### config.mk
export PLATFORM = sky130hd
export DESIGN_NAME = modular_exponentiation
export DESIGN_NICKNAME = d
export VERILOG_FILES = /design/src/design/mexp_pkg.sv /design/src/design/mexp_datapath.sv /design/src/design/mexp_ctrl.sv /design/src/design/modular_exponentiation.sv
export VERILOG_INCLUDE_DIRS = /design/src /design/src/design
export SDC_FILE = /design/constraint.sdc
export NUM_CORES = 1
export LEC_CHECK = 0
export BUFFER_PORTS_ARGS = -buffer_cell sky130_fd_sc_hd__buf_2
export CORE_UTILIZATION = 30
export CTS_CLUSTER_DIAMETER = 40
export DETAILED_ROUTE_END_ITERATION = 6
export MAX_ROUTING_LAYER = met4
export SLEW_MARGIN = 15
export SYNTH_ARGS = -nofsm -noshare
export SYNTH_HDL_FRONTEND = slang
export SYNTH_SLANG_ARGS = --single-unit
### constraint.sdc
create_clock -name clk_i -period 6.52 [get_ports clk_i]
set_clock_uncertainty 0.15 [all_clocks]
set_input_delay 0.978 -clock clk_i [delete_from_list [all_inputs] [get_ports clk_i]]
set_output_delay 0.978 -clock clk_i [all_outputs]
set_load 0.02 [all_outputs]
### src/design/modular_exponentiation_defines.svh
// Assertion macros used by the modular exponentiation controller.
`ifndef MODULAR_EXPONENTIATION_DEFINES_SVH
`define MODULAR_EXPONENTIATION_DEFINES_SVH

// Checked at every rising clock edge while reset is released.
`define MEXP_ASSERT(lbl, prop, msg) \
  lbl: assert property (@(posedge clk_i) disable iff (!rst_ni) prop) else $error(msg);

// Checked at every rising clock edge, reset included.
`define MEXP_ASSERT_ALWAYS(lbl, prop, msg) \
  lbl: assert property (@(posedge clk_i) prop) else $error(msg);

`endif

### src/design/mexp_pkg.sv
// Package with shared constants and types of the modular exponentiation block.
`timescale 1ns / 1ps
package mexp_pkg;

  localparam int unsigned DATA_WIDTH_DEF = 32;
  localparam int unsigned EXP_WIDTH_DEF  = 32;

  // Commands from the controller to the datapath.
  typedef enum logic [2:0] {
    CMD_NONE,
    CMD_LOAD,
    CMD_REDUCE,
    CMD_SQUARE,
    CMD_MULT,
    CMD_STEP,
    CMD_WRITEBACK,
    CMD_NEXT_BIT
  } mexp_cmd_e;

  // Status from the datapath to the controller.
  typedef struct packed {
    logic exp_zero;
    logic mod_zero;
    logic exp_msb;
    logic mul_done;
  } mexp_status_t;

  // Command word; the output register load travels with it.
  typedef struct packed {
    mexp_cmd_e op;
    logic      out_load;
  } mexp_ctrl_t;

endpackage

### src/design/mexp_datapath.sv
// Datapath: modulus register, base reduction and shift-add modular multiplier.
`timescale 1ns / 1ps
module mexp_datapath #(
  parameter int unsigned DATA_WIDTH = 32,
  parameter int unsigned EXP_WIDTH  = 32
) (
  input  logic                  clk_i,
  input  logic                  rst_ni,
  input  logic                  cfg_valid_i,
  input  logic [DATA_WIDTH-1:0] cfg_data_i,
  input  logic [DATA_WIDTH-1:0] base_i,
  input  logic [EXP_WIDTH-1:0]  exponent_i,
  input  mexp_pkg::mexp_ctrl_t  ctrl_i,
  output mexp_pkg::mexp_status_t status_o,
  output logic [DATA_WIDTH-1:0] power_mod_o
);
  import mexp_pkg::*;

  localparam int unsigned W = DATA_WIDTH;

  logic [W-1:0]         m_q;
  logic [W-1:0]         base_q, base_d;
  logic [W-1:0]         rem_q, rem_d;
  logic [W-1:0]         r_q, r_d;
  logic [W-1:0]         mx_q, mx_d;
  logic [W-1:0]         my_q, my_d;
  logic [W-1:0]         macc_q, macc_d;
  logic [EXP_WIDTH-1:0] exp_q, exp_d;
  logic [W-1:0]         out_q;
  logic [W:0]           rem_shift;

  // (x + y) mod m for x and y already below m.
  function automatic logic [W-1:0] add_mod(input logic [W-1:0] x, input logic [W-1:0] y,
                                           input logic [W-1:0] m);
    logic [W:0] sum;
    sum = {1'b0, x} + {1'b0, y};
    if (sum >= {1'b0, m}) begin
      sum = sum - {1'b0, m};
    end
    return sum[W-1:0];
  endfunction

  assign rem_shift = {rem_q, base_q[W-1]};

  always_comb begin
    base_d = base_q;
    rem_d  = rem_q;
    r_d    = r_q;
    mx_d   = mx_q;
    my_d   = my_q;
    macc_d = macc_q;
    exp_d  = exp_q;
    case (ctrl_i.op)
      CMD_LOAD: begin
        base_d = base_i;
        exp_d  = exponent_i;
        rem_d  = '0;
        // A zero exponent gives one unreduced; otherwise the start value is 1 mod m.
        if (exponent_i == '0 || m_q[W-1:1] != '0) begin
          r_d = W'(1);
        end else begin
          r_d = '0;
        end
      end
      CMD_REDUCE: begin
        base_d = {base_q[W-2:0], 1'b0};
        if (rem_shift >= {1'b0, m_q}) begin
          rem_d = W'(rem_shift - {1'b0, m_q});
        end else begin
          rem_d = rem_shift[W-1:0];
        end
      end
      CMD_SQUARE: begin
        mx_d   = r_q;
        my_d   = r_q;
        macc_d = '0;
      end
      CMD_MULT: begin
        mx_d   = r_q;
        my_d   = rem_q;
        macc_d = '0;
      end
      CMD_STEP: begin
        if (my_q[0]) begin
          macc_d = add_mod(macc_q, mx_q, m_q);
        end
        mx_d = add_mod(mx_q, mx_q, m_q);
        my_d = {1'b0, my_q[W-1:1]};
      end
      CMD_WRITEBACK: begin
        r_d = macc_q;
      end
      CMD_NEXT_BIT: begin
        exp_d = exp_q << 1;
      end
      default: begin
      end
    endcase
  end

  always_ff @(posedge clk_i or negedge rst_ni) begin
    if (!rst_ni) begin
      m_q <= W'(1);
    end else if (cfg_valid_i) begin
      m_q <= cfg_data_i;
    end
  end

  always_ff @(posedge clk_i) begin
    base_q <= base_d;
    rem_q  <= rem_d;
    r_q    <= r_d;
    mx_q   <= mx_d;
    my_q   <= my_d;
    macc_q <= macc_d;
    exp_q  <= exp_d;
    if (ctrl_i.out_load) begin
      out_q <= r_q;
    end
  end

  assign status_o.exp_zero = (exp_q == '0);
  assign status_o.mod_zero = (m_q == '0);
  assign status_o.exp_msb  = exp_q[EXP_WIDTH-1];
  assign status_o.mul_done = (my_q == '0);
  assign power_mod_o       = out_q;

endmodule

### src/design/mexp_ctrl.sv
// Controller: sequences reduction, squarings and multiplications per exponent bit.
`timescale 1ns / 1ps
`include "modular_exponentiation_defines.svh"
module mexp_ctrl #(
  parameter int unsigned DATA_WIDTH = 32,
  parameter int unsigned EXP_WIDTH  = 32
) (
  input  logic                   clk_i,
  input  logic                   rst_ni,
  input  logic                   in_valid_i,
  output logic                   in_ready_o,
  output logic                   out_valid_o,
  input  logic                   out_ready_i,
  input  mexp_pkg::mexp_status_t status_i,
  output mexp_pkg::mexp_ctrl_t   ctrl_o
);
  import mexp_pkg::*;

  localparam int unsigned RCW = $clog2(DATA_WIDTH);
  localparam int unsigned BCW = (EXP_WIDTH > 1) ? $clog2(EXP_WIDTH) : 1;

  typedef enum logic [2:0] {
    ST_IDLE,
    ST_CHECK,
    ST_REDUCE,
    ST_SQ_START,
    ST_MSTEP,
    ST_MUL_START,
    ST_BIT_END,
    ST_FINISH
  } state_e;

  state_e         state_q, state_d;
  logic [RCW-1:0] red_cnt_q, red_cnt_d;
  logic [BCW-1:0] bit_cnt_q, bit_cnt_d;
  logic           is_sq_q, is_sq_d;
  logic           out_valid_q, out_valid_d;
  logic           out_free;

  assign out_free = !out_valid_q || out_ready_i;

  always_comb begin
    state_d     = state_q;
    red_cnt_d   = red_cnt_q;
    bit_cnt_d   = bit_cnt_q;
    is_sq_d     = is_sq_q;
    out_valid_d = out_valid_q && !out_ready_i;
    ctrl_o.op       = CMD_NONE;
    ctrl_o.out_load = 1'b0;
    case (state_q)
      ST_IDLE: begin
        if (in_valid_i) begin
          ctrl_o.op = CMD_LOAD;
          state_d   = ST_CHECK;
        end
      end
      ST_CHECK: begin
        red_cnt_d = '0;
        if (status_i.exp_zero || status_i.mod_zero) begin
          state_d = ST_FINISH;
        end else begin
          state_d = ST_REDUCE;
        end
      end
      ST_REDUCE: begin
        ctrl_o.op = CMD_REDUCE;
        red_cnt_d = red_cnt_q + RCW'(1);
        if (red_cnt_q == RCW'(DATA_WIDTH - 1)) begin
          bit_cnt_d = '0;
          state_d   = ST_SQ_START;
        end
      end
      ST_SQ_START: begin
        ctrl_o.op = CMD_SQUARE;
        is_sq_d   = 1'b1;
        state_d   = ST_MSTEP;
      end
      ST_MSTEP: begin
        if (status_i.mul_done) begin
          ctrl_o.op = CMD_WRITEBACK;
          if (is_sq_q && status_i.exp_msb) begin
            state_d = ST_MUL_START;
          end else begin
            state_d = ST_BIT_END;
          end
        end else begin
          ctrl_o.op = CMD_STEP;
        end
      end
      ST_MUL_START: begin
        ctrl_o.op = CMD_MULT;
        is_sq_d   = 1'b0;
        state_d   = ST_MSTEP;
      end
      ST_BIT_END: begin
        ctrl_o.op = CMD_NEXT_BIT;
        bit_cnt_d = bit_cnt_q + BCW'(1);
        if (bit_cnt_q == BCW'(EXP_WIDTH - 1)) begin
          state_d = ST_FINISH;
        end else begin
          state_d = ST_SQ_START;
        end
      end
      ST_FINISH: begin
        if (out_free) begin
          ctrl_o.out_load = 1'b1;
          out_valid_d     = 1'b1;
          state_d         = ST_IDLE;
        end
      end
      default: begin
        state_d = ST_IDLE;
      end
    endcase
  end

  always_ff @(posedge clk_i or negedge rst_ni) begin
    if (!rst_ni) begin
      state_q     <= ST_IDLE;
      red_cnt_q   <= '0;
      bit_cnt_q   <= '0;
      is_sq_q     <= 1'b0;
      out_valid_q <= 1'b0;
    end else begin
      state_q     <= state_d;
      red_cnt_q   <= red_cnt_d;
      bit_cnt_q   <= bit_cnt_d;
      is_sq_q     <= is_sq_d;
      out_valid_q <= out_valid_d;
    end
  end

  assign in_ready_o  = (state_q == ST_IDLE);
  assign out_valid_o = out_valid_q;

  `MEXP_ASSERT(a_one_request_at_a_time, in_valid_i && in_ready_o |=> !in_ready_o, "second request taken while busy")
  `MEXP_ASSERT(a_result_from_finish, $rose(out_valid_q) |-> $past(state_q == ST_FINISH), "result raised outside finish")
  `MEXP_ASSERT(a_no_overwrite, state_q == ST_FINISH && out_valid_q && !out_ready_i |=> state_q == ST_FINISH, "pending result overwritten")

endmodule

### src/design/modular_exponentiation.sv
// Top level of the modular exponentiation block: ports, packing and the two submodules.
//
// Usage: write the modulus on the configuration channel (cfg_valid_i with
// cfg_data_i; cfg_ready_o is always high) while the block is idle. Each request
// on the slave stream carries a base and an exponent in s_axis_tdata; the block
// returns one result per request, base to the power exponent modulo the
// modulus, on the master stream. A zero exponent returns one.
// The base is first reduced modulo the modulus by a restoring
// shift-subtract over its DATA_WIDTH bits. Every exponent bit then costs one
// squaring and, for a set bit, one multiplication, each with a setup step, one
// shift-add step per significant bit of its multiplier and a write-back, and a
// final step closes the bit. A check state comes before the reduction and a
// hand-off state after the last bit; a zero exponent or modulus goes from the
// check straight to the hand-off. One request is processed at a time; the
// next one is taken once the previous result has moved to the output register.
// Reset clears the controller and sets the modulus to one. When the receiver
// stalls, the finished result waits in the output register while the next
// request is taken and processed; that one holds in its final state until the
// output register frees up.
`timescale 1ns / 1ps
module modular_exponentiation #(
  parameter int unsigned DATA_WIDTH = mexp_pkg::DATA_WIDTH_DEF,
  parameter int unsigned EXP_WIDTH  = mexp_pkg::EXP_WIDTH_DEF
) (
  input  logic clk_i,
  input  logic rst_ni,
  // Configuration write channel: modulus.
  input  logic                  cfg_valid_i,
  output logic                  cfg_ready_o,
  input  logic [DATA_WIDTH-1:0] cfg_data_i,
  // Request stream.
  input  logic s_axis_tvalid,
  output logic s_axis_tready,
  // Fields from bit 0 up: base, exponent, zero fill.
  input  logic [((DATA_WIDTH+EXP_WIDTH+7)/8)*8-1:0] s_axis_tdata,
  // Result stream.
  output logic m_axis_tvalid,
  input  logic m_axis_tready,
  // Fields from bit 0 up: power_mod, zero fill.
  output logic [((DATA_WIDTH+7)/8)*8-1:0] m_axis_tdata
);
  import mexp_pkg::*;

  localparam int unsigned OUT_W = ((DATA_WIDTH + 7) / 8) * 8;

  mexp_ctrl_t            ctrl;
  mexp_status_t          status;
  logic [DATA_WIDTH-1:0] power_mod;

  // The modulus register is not guarded: the user must write it only while idle; the block does not enforce this.
  assign cfg_ready_o = 1'b1;

  mexp_ctrl #(
    .DATA_WIDTH(DATA_WIDTH),
    .EXP_WIDTH (EXP_WIDTH)
  ) u_ctrl (
    .clk_i      (clk_i),
    .rst_ni     (rst_ni),
    .in_valid_i (s_axis_tvalid),
    .in_ready_o (s_axis_tready),
    .out_valid_o(m_axis_tvalid),
    .out_ready_i(m_axis_tready),
    .status_i   (status),
    .ctrl_o     (ctrl)
  );

  mexp_datapath #(
    .DATA_WIDTH(DATA_WIDTH),
    .EXP_WIDTH (EXP_WIDTH)
  ) u_datapath (
    .clk_i      (clk_i),
    .rst_ni     (rst_ni),
    .cfg_valid_i(cfg_valid_i),
    .cfg_data_i (cfg_data_i),
    .base_i     (s_axis_tdata[DATA_WIDTH-1:0]),
    .exponent_i (s_axis_tdata[DATA_WIDTH+EXP_WIDTH-1:DATA_WIDTH]),
    .ctrl_i     (ctrl),
    .status_o   (status),
    .power_mod_o(power_mod)
  );

  assign m_axis_tdata = OUT_W'(power_mod);

endmodule
==> flow_summary.ini, run 1 <==
[floorplanning]
floorplan.die.height_um = 262
die-width_um = 262
core-area_um2 = 66300
std_cell_rows = 94
floorplan.initialDensity = 0.306
design.portCount = 136
area_of_the_die_um2 = 68700

[timing]
finalCriticalPeriod_ns = 5.81
finalMaxSlewViolations = 0
setup_total_negative_slack_ns = 0
hold_violations = 0
tightestPinTransition_ns = 1.14
grt_setup_unrepaired = no
maximum_clock_frequency_mhz = 172
final_min_period_over_clock_period = 0.891
timing.final.setup_violations = 0
fin_ws_ns = 0.710
worst_slew_margin_rel = 0.243

[clocking]
clk-insertion-delay-late_ns = 0.57
cts_sinks = 303
ctsLongestPathBuffers = 3
cts_htree_levels = 2
cts_tree = yes
cts.hold.buffers_added = 0
cts.clk_slew.worst_paths_ns = 0.06
cts_inserted_buffers = 43
post_cts_resize_count = 0
post-cts-setup-buffers = 0
root_buffer = clkbuf_16

[logic_synthesis]
synth_area_in_simple_gates = 0.168
ys_dominant_reg_cell = edfxtp_1
synth_top_area_share = 0.379
synth_enable_flop_cells = 256
synthesis.area_um2 = 20300
synth.most_common_cell = nand2_1
yosys.area.top_type = edfxtp_1
synth.yosys.warnings = 0
synth_async_sr_flop_share = 0.155
synth.mux.area_fraction = 0.0306
ys_types = 94
post_synth_inst_count = 2107
synth_top_cells_by_area = edfxtp_1 (38%), ha_1 (8.1%), dfrtp_1 (5.7%)
synthAdderAreaFrac = 0.0853
postSynthNetCount = 2344
synth-seq-cells = 303
synth_compound_area_frac = 0.201
syn_area_per_cell_um2 = 9.63
synth.top_cells.by_count = nand2_1 (259), edfxtp_1 (256), a21oi_1 (173)
synth_top_family_by_area = compound AO/OA/AOI/OAI gates
synthXorXnorAreaFrac = 0.0380
synth_sequential_area_ratio = 0.437

[layout]
area_delta_synth_final_pct = 15.0
design_area_final_um2 = 23300
finish.utilization = 0.352
post_route_cells_drive_above_1_share = 0.139
layout.filler_cells = 6680
fin_nets = 2446

[detailed_routing]
drt_pre_antenna_iters = 7
finalWirelength_um = 63600
first_iter_violations = 2091
dr_total_vias = 17200
viasPerCell = 5.54
detail_route.wl_per_cell_um = 20.5
ant_nets = 0
post-route-drc-count = 6

[global_route]
groute.usage.overall = 0.187
number_of_antenna_violations_at_the_first_check_in_global_routing = 3
global_route_wire_length_before_repair_um = 96900
globalRoute.totalOverflow = 0
maximum_number_of_pins_on_one_net_before_global_route_repair = 65
grt_pass1_vias = 16700

[setup_path]
ff2ff_setup_slack_ns = 0.71
critical_path_arrival_ns = 5.96
path_class = reg2reg
critical_path_peak_fanout = 32
worst_setup_path_startpoint = u_datapath.mx_q[0]
worst_case_reg_to_reg_path_depth = 20
rr_endpoint = u_datapath.macc_q[30]
critical_path.endpoint_type = flip-flop
timing.rr.start = u_datapath.mx_q[0]
worst-endpoint-required_ns = 6.67
startpoint_type = flip-flop

[min_path]
holdPathEnd = u_datapath.base_q[19]
hold_path.class = reg2reg
hold_crit_start = u_datapath.base_q[18]
worst_hold_path.num_cells = 2

[placed_design]
io_buffers = 134
post_dp_cell_area_um2 = 21900
placement_setup_slack_ns = 0.804
place_congestion = 0.999
place_hpwl_um = 48000

[power_and_ir_drop]
post-layout-total-power_mw = 14.9
worst_ir_drop_vdd_mv = 0.401
power_leakage_nw = 9.04
power_density_nw_per_um2 = 637

[job]
cap_violations = 0

[status]
violations = design-rule violations
outcome = complete, but fails checks
[where the power goes]
part           internal (mW)  switching (mW)  leakage, nW  total, mW
combinational           3.91            5.55         5.46       9.46
sequential              2.74           0.246         2.86       2.99
clock                   1.46           0.971        0.723       2.43
[how the worst max path moves through the flow]
stage	end	slack [ns]
global placement	u_datapath.macc_q[30]	0.94
detailed placement	u_datapath.macc_q[30]	0.80
finish	u_datapath.macc_q[30]	0.71
global route	u_datapath.macc_q[30]	0.32
floorplan	u_datapath.macc_q[10]	1.68
CTS	u_datapath.macc_q[30]	0.75
[logic make-up after synthesis]
kind of cell | count (synthesis)
flip-flops | 303
buffers and inverters | 204
multiplexers | 58
adder cells (fa/ha/maj) | 136
XOR/XNOR | 88
AND/OR/NAND/NOR | 708
other | 1
AO/OA/AOI/OAI | 609
[stage by stage]
stage | std cells | hold WS (ns)
2_1_floorplan | 2107 | 0.291
3_5_place_dp | 3028 | 0.348
3_3_place_gp | 3028 | 0.336
5_1_grt | 3109 | 0.374
4_1_cts | 3107 | 0.363
6_report | 3109 | 0.354
[registers in the layout, indices dropped and copies added (netlist names)]
| register | cells |
|---|---|
| u_datapath.r_q | 32 |
| u_ctrl.is_sq_q | 1 |
| u_datapath.base_q | 32 |
| u_datapath.power_mod_o | 32 |
| u_datapath.mx_q | 32 |
| u_ctrl.bit_cnt_q | 5 |
| u_datapath.my_q | 32 |
| u_datapath.exp_q | 32 |
| u_datapath.rem_q | 32 |
| u_datapath.m_q | 32 |
| u_ctrl.state_q | 3 |
| u_ctrl.out_valid_o | 1 |
| u_datapath.macc_q | 32 |
| u_ctrl.red_cnt_q | 5 |
[routing by layer]
layer,share of wire,global-route usage,wire length (um),vias to the layer above
met1,0.44,0.241,27800,8297
li1,-,-,-,8115
met3,0.067,0.0230,4240,137
met5,0,-,0,-
met2,0.46,0.297,29000,679
met4,0.040,0.0763,2540,0
[cells in the final DEF (no fill, tap or decap), types with 32 or more instances in the layout]
cell / n
nand4_1: 35
a21o_1: 59
xor2_1: 33
buf_2: 134
nand2_1: 258
a21oi_1: 173
and2_1: 45
nor4_1: 37
xnor2_1: 55
edfxtp_1: 256
o21ai_0: 107
clkbuf_16: 43
inv_1: 104
nand3_1: 75
ha_1: 132
nor2_1: 126
mux2_2: 32
dfrtp_1: 46
[final cells by class]
cell class / count / area [um^2] / area share
antenna: 2 / 5.00 / 0.000214
clock buffer: 46 / 1100 / 0.0470
multi-input combinational: 1600 / 10700 / 0.458
sequential: 303 / 8860 / 0.380
timing repair buffer: 156 / 836 / 0.0358
clock inverter: 33 / 384 / 0.0165
tap: 864 / 1080 / 0.0463
inverter: 105 / 394 / 0.0169
[worst max-delay path, cell delays in order (launching register included)]
cell,delay (ns)
edfxtp_1,0.46
ha_1,0.29
fa_1,0.45
a211oi_2,0.26
o21ai_2,0.13
a211oi_4,0.36
nor3_2,0.12
o311ai_2,0.38
o21bai_1,0.12
xor2_1,0.26
ha_1,0.35
a21o_1,0.21
a21o_1,0.17
a21oi_1,0.18
o21ai_0,0.14
a221oi_1,0.35
o31ai_2,0.21
nor2_4,0.14
buf_4,0.42
nor3_1,0.12
a211o_1,0.29
No activity file was read; power rests on OpenSTA's default activity.
==> run 2, diff against run 1 <==
--- a/config.mk
+++ b/config.mk
@@ -6,10 +6,10 @@
 export SDC_FILE = /design/constraint.sdc
 export NUM_CORES = 1
 export LEC_CHECK = 0
-export BUFFER_PORTS_ARGS = -buffer_cell sky130_fd_sc_hd__buf_2
 export CORE_UTILIZATION = 30
 export CTS_CLUSTER_DIAMETER = 40
 export DETAILED_ROUTE_END_ITERATION = 6
+export DONT_BUFFER_PORTS = 1
 export MAX_ROUTING_LAYER = met4
 export SLEW_MARGIN = 15
 export SYNTH_ARGS = -nofsm -noshare
==> flow_summary.ini, run 2 (synthesis gave the netlist of run 1 again) <==
[status]
outcome = finished clean

[placed_design]
place_hpwl_um = 47500
io_buffers = 0
placement_setup_slack_ns = 0.811
place_congestion = 0.945

[timing]
hold_violations = 0
finalCriticalPeriod_ns = 5.75
tightestPinTransition_ns = 0.901
fin_ws_ns = 0.767
grt_setup_unrepaired = no
setup_total_negative_slack_ns = 0
timing.final.setup_violations = 0
worst_slew_margin_rel = 0.398
maximum_clock_frequency_mhz = 174
finalMaxSlewViolations = 0
final_min_period_over_clock_period = 0.882

[layout]
area_delta_synth_final_pct = 11.5
final_common_cell = nand2_1
post_route_cells_drive_above_1_share = 0.0846
most_frequent_cells_in_the_layout = nand2_1 (258), edfxtp_1 (256), a21oi_1 (173), ha_1 (132), nor2_1 (126)
finish.utilization = 0.341
fin_nets = 2309
layout.filler_cells = 6728

[job]
cap_violations = 0

[global_route]
groute.usage.overall = 0.184
grt_pass1_vias = 16100
global_route_wire_length_before_repair_um = 94500
maximum_number_of_pins_on_one_net_before_global_route_repair = 65
number_of_antenna_violations_at_the_first_check_in_global_routing = 1
globalRoute.totalOverflow = 0

[setup_path]
worst-endpoint-required_ns = 6.67
rr_endpoint = u_datapath.macc_q[6]
ff2ff_setup_slack_ns = 0.77
worst_case_reg_to_reg_path_depth = 20
critical_path_peak_fanout = 25
timing.rr.start = u_datapath.mx_q[0]
startpoint_type = flip-flop
critical_path.endpoint_type = flip-flop
critical_path_arrival_ns = 5.91
path_class = reg2reg

[floorplanning]
std_cell_rows = 94
core-area_um2 = 66300
design.portCount = 136
area_of_the_die_um2 = 68700
die-width_um = 262
floorplan.initialDensity = 0.306
floorplan.die.height_um = 262

[clocking]
cts_tree = yes
clk-insertion-delay-late_ns = 0.56
cts_inserted_buffers = 40
root_buffer = clkbuf_16
cts_htree_levels = 2
ctsLongestPathBuffers = 3
cts_sinks = 303
cts.clk_slew.worst_paths_ns = 0.06
post_cts_resize_count = 0

[detailed_routing]
ant_nets = 0
dr_total_vias = 16700
finalWirelength_um = 63100
viasPerCell = 5.63
post-route-drc-count = 0
drt_pre_antenna_iters = 7
detail_route.wl_per_cell_um = 21.3
first_iter_violations = 1606

[power_and_ir_drop]
power_leakage_nw = 8.52
power_density_nw_per_um2 = 654
worst_ir_drop_vdd_mv = 0.378

[min_path]
hold_path.class = in2async
[run 2: layout make-up]
cell class                 count  area (um^2)  share of cell area
multi-input combinational   1600        10700               0.472
sequential                   303         8860               0.392
antenna                        1         2.50            0.000111
clock inverter                30          344              0.0152
clock buffer                  44         1060              0.0467
timing repair buffer          22          198             0.00874
tap                          864         1080              0.0478
inverter                     105          394              0.0174
[run 2: what timing repair did]
item,CTS,global route
setup buffers,0,0
endpoints found under the hold margin,46,0
setup endpoints to repair,0,0
hold buffers,1,0
[run 2: per-stage QoR]
stage	hold slack (ns)	cell area, um^2	power, mW	instances
after floorplan	0.291	20300	10.3	2107
after global placement	0.334	21200	12.2	2892
after detailed placement	0.341	21200	12.3	2892
after CTS	0.0825	22600	14.7	2967
after global routing	0.0820	22600	16.0	2969
final	0.104	22600	14.8	2969
[run 2: metal layers]
| layer | up-vias | GRT usage | wire, um |
|---|---|---|---|
| li1 | 7828 | - | - |
| met1 | 8160 | 0.230 | 26600 |
| met2 | 624 | 0.300 | 29700 |
| met3 | 111 | 0.0243 | 4180 |
| met4 | 0 | 0.0756 | 2580 |
| met5 | - | - | 0 |
[run 2: critical path, cell delays in order, from the launching register on]
cell and delay (ns):
edfxtp_1 0.45, ha_1 0.26, fa_1 0.44, a211oi_2 0.26
o21ai_2 0.12, a211oi_4 0.37, nor3_2 0.12, o311ai_2 0.38
o21bai_1 0.12, xor2_1 0.24, ha_1 0.35, a21o_1 0.21
a21o_1 0.17, a21oi_1 0.17, o21ai_0 0.12, a221oi_1 0.35
o31ai_2 0.21, nor2_4 0.27, buf_4 0.40, mux2i_1 0.25
nor2_1 0.06
[run 2: how the worst max path moves through the flow]
stage	slack [ns]	start	end
2_1_floorplan	1.68	u_datapath.mx_q[0]	u_datapath.macc_q[10]
3_3_place_gp	0.89	u_datapath.mx_q[0]	u_datapath.macc_q[23]
3_5_place_dp	0.81	u_datapath.mx_q[0]	u_datapath.macc_q[23]
4_1_cts	0.75	u_datapath.mx_q[0]	u_datapath.macc_q[17]
5_1_grt	0.36	u_datapath.mx_q[0]	u_datapath.macc_q[23]
6_report	0.77	u_datapath.mx_q[0]	u_datapath.macc_q[6]
[run 2: power by group]
group | switching (mW) | internal [mW] | total [mW]
combinational | 5.62 | 3.89 | 9.51
clock | 0.962 | 1.33 | 2.30
sequential | 0.244 | 2.74 | 2.99
==> run 3, diff against run 2 <==
--- a/config.mk
+++ b/config.mk
@@ -6,11 +6,12 @@
 export SDC_FILE = /design/constraint.sdc
 export NUM_CORES = 1
 export LEC_CHECK = 0
-export CORE_UTILIZATION = 30
+export CORE_UTILIZATION = 60
 export CTS_CLUSTER_DIAMETER = 40
 export DETAILED_ROUTE_END_ITERATION = 6
 export DONT_BUFFER_PORTS = 1
 export MAX_ROUTING_LAYER = met4
+export PLACE_DENSITY = 0.76
 export SLEW_MARGIN = 15
 export SYNTH_ARGS = -nofsm -noshare
 export SYNTH_HDL_FRONTEND = slang
==> flow_summary.ini, run 3 (synthesis gave the netlist of run 1 again) <==
[status]
outcome = complete, but fails checks
violations = design-rule violations

[timing]
tightestPinTransition_ns = 1.09
grt_setup_unrepaired = no
timing.final.setup_violations = 0
setup_total_negative_slack_ns = 0
maximum_clock_frequency_mhz = 173
hold_violations = 0
final_min_period_over_clock_period = 0.884
finalMaxSlewViolations = 0
worst_slew_margin_rel = 0.273
finalCriticalPeriod_ns = 5.77

[layout]
most_frequent_cells_in_the_layout = nand2_1 (258), edfxtp_1 (256), a21oi_1 (173), ha_1 (132), nor2_1 (126)
design_area_final_um2 = 22000
fin_nets = 2310
final_common_cell = nand2_1
finish.utilization = 0.668
post_route_cells_drive_above_1_share = 0.0812
layout.filler_cells = 2561
area_delta_synth_final_pct = 8.46

[setup_path]
worst_path_dominant_cell_family = compound AO/OA/AOI/OAI gates
crit_path_max_incr_delay_ns = 0.45
startpoint_type = flip-flop
critical_path.cell_chain = ha_1 -> fa_1 -> a211oi_2 -> o21ai_2 -> a211oi_4 -> nor3_2 -> o311ai_2 -> o21bai_1 -> xor2_1 -> ha_1 -> a21o_1 -> a21o_1 -> a21oi_1 -> o21ai_0 -> a221oi_1 -> o31ai_2 -> nor2_4 -> buf_4 -> mux2i_1 -> nor2_1
critical_path_peak_fanout = 25
worst-endpoint-required_ns = 6.66
critical_path.endpoint_type = flip-flop
timing.critical_path.slowest_stage_cell = fa_1
cp.buffers_inverters = 1
path_class = reg2reg
critical_path_arrival_ns = 5.91

[global_route]
grt_pass1_vias = 15900
maximum_number_of_pins_on_one_net_before_global_route_repair = 65
globalRoute.totalOverflow = 0
number_of_antenna_violations_at_the_first_check_in_global_routing = 2
groute.usage.overall = 0.347
global_route_wire_length_before_repair_um = 88900

[detailed_routing]
first_iter_violations = 2104
ant_nets = 0
post-route-drc-count = 4
dr_total_vias = 16900
detail_route.wl_per_cell_um = 22.5
drt_pre_antenna_iters = 7
viasPerCell = 6.65
finalWirelength_um = 57400

[power_and_ir_drop]
post-layout-total-power_mw = 14.6
power_leakage_nw = 8.51
worst_ir_drop_vdd_mv = 0.776
power_density_nw_per_um2 = 663

[floorplanning]
die-width_um = 186
area_of_the_die_um2 = 34600
design.portCount = 136
floorplan.die.height_um = 186
core-area_um2 = 32900
floorplan.initialDensity = 0.616
std_cell_rows = 66

[min_path]
hold_path.class = in2async

[clocking]
cts.clk_slew.worst_paths_ns = 0.06
root_buffer = clkbuf_16
cts_sinks = 303
post-cts-setup-buffers = 0
cts_tree = yes
cts_inserted_buffers = 43
cts_htree_levels = 2
ctsLongestPathBuffers = 3
clk-insertion-delay-late_ns = 0.56

[placed_design]
io_buffers = 0
post_dp_cell_area_um2 = 20600
place_hpwl_um = 42700
place_congestion = 0.988

[job]
cap_violations = 0
==> run 3: cell count changes in the layout (fill, tap and decap cells not counted), sizes merged <==
| cell | before | now |
|---|---|---|
| buf | 22 | 20 |
| inv | 113 | 111 |
| diode | 1 | 2 |
| bufinv | 3 | 2 |
| clkinv | 12 | 17 |
| clkinvlp | 7 | 1 |
| clkbuf | 44 | 51 |
==> run 3: layer usage <==
layer  track usage  share of wire  vias to the layer above
met4         0.120          0.032                        0
li1              -              -                     7835
met3        0.0665           0.10                      109
met1         0.478           0.43                     8099
met2         0.510           0.44                      902
met5             -              0                        -
==> run 3: where the power goes <==
group | total, mW | switching, mW | internal, mW
combinational | 9.39 | 5.50 | 3.89
sequential | 2.98 | 0.235 | 2.74
clock | 2.22 | 0.896 | 1.32
total | 14.6 | 6.63 | 7.95
==> run 3: cell type report <==
type | count | area (um^2) | area share
multi-input cells | 1600 | 10700 | 0.485
flip-flops and latches | 303 | 8860 | 0.403
clock buffers | 51 | 1130 | 0.0512
well taps | 442 | 553 | 0.0251
inverters | 105 | 394 | 0.0179
clock inverters | 26 | 220 | 0.0100
repair buffers | 20 | 170 | 0.00773
diodes | 2 | 5.00 | 0.000227
==> run 3: path summary, 6_finish.rpt <==
check	from	end	slack (ns)	cells after the start
setup / recovery	u_datapath.mx_q[0]	u_datapath.macc_q[1]	0.75	20
hold / removal	rst_ni	u_ctrl.red_cnt_q[2]	0.11	1
setup reg to reg	u_datapath.mx_q[0]	u_datapath.macc_q[1]	0.75	20
hold reg to reg	u_ctrl.bit_cnt_q[4]	u_ctrl.bit_cnt_q[4]	0.36	1
max in group asynchronous	rst_ni	u_datapath.m_q[28]	5.82	1
min in group clk_i	u_ctrl.bit_cnt_q[4]	u_ctrl.bit_cnt_q[4]	0.36	1
==> run 3: repair_timing <==
item / in CTS / in global routing
gates resized for setup: 0 / 0
hold buffers: 1 / 0
hold endpoints to repair: 46 / 0
==> run 3: worst register-to-register path, cell delays in order (launching register included) <==
cell and delay, ns:
edfxtp_1 0.44, ha_1 0.26, fa_1 0.45, a211oi_2 0.28, o21ai_2 0.14, a211oi_4 0.35, nor3_2 0.12, o311ai_2 0.35
o21bai_1 0.12, xor2_1 0.25, ha_1 0.35, a21o_1 0.21, a21o_1 0.17, a21oi_1 0.17, o21ai_0 0.12, a221oi_1 0.34
o31ai_2 0.20, nor2_4 0.26, buf_4 0.40, mux2i_1 0.29, nor2_1 0.08
==> run 3: per-stage QoR <==
step                setup WS (ns)  hold slack, ns  cells
detailed placement          0.860           0.346   2469
global route                0.378           0.103   2549
global placement            0.990           0.336   2469
CTS                         0.770           0.112   2547
floorplan                    1.68           0.291   2107
finish                      0.754           0.111   2549
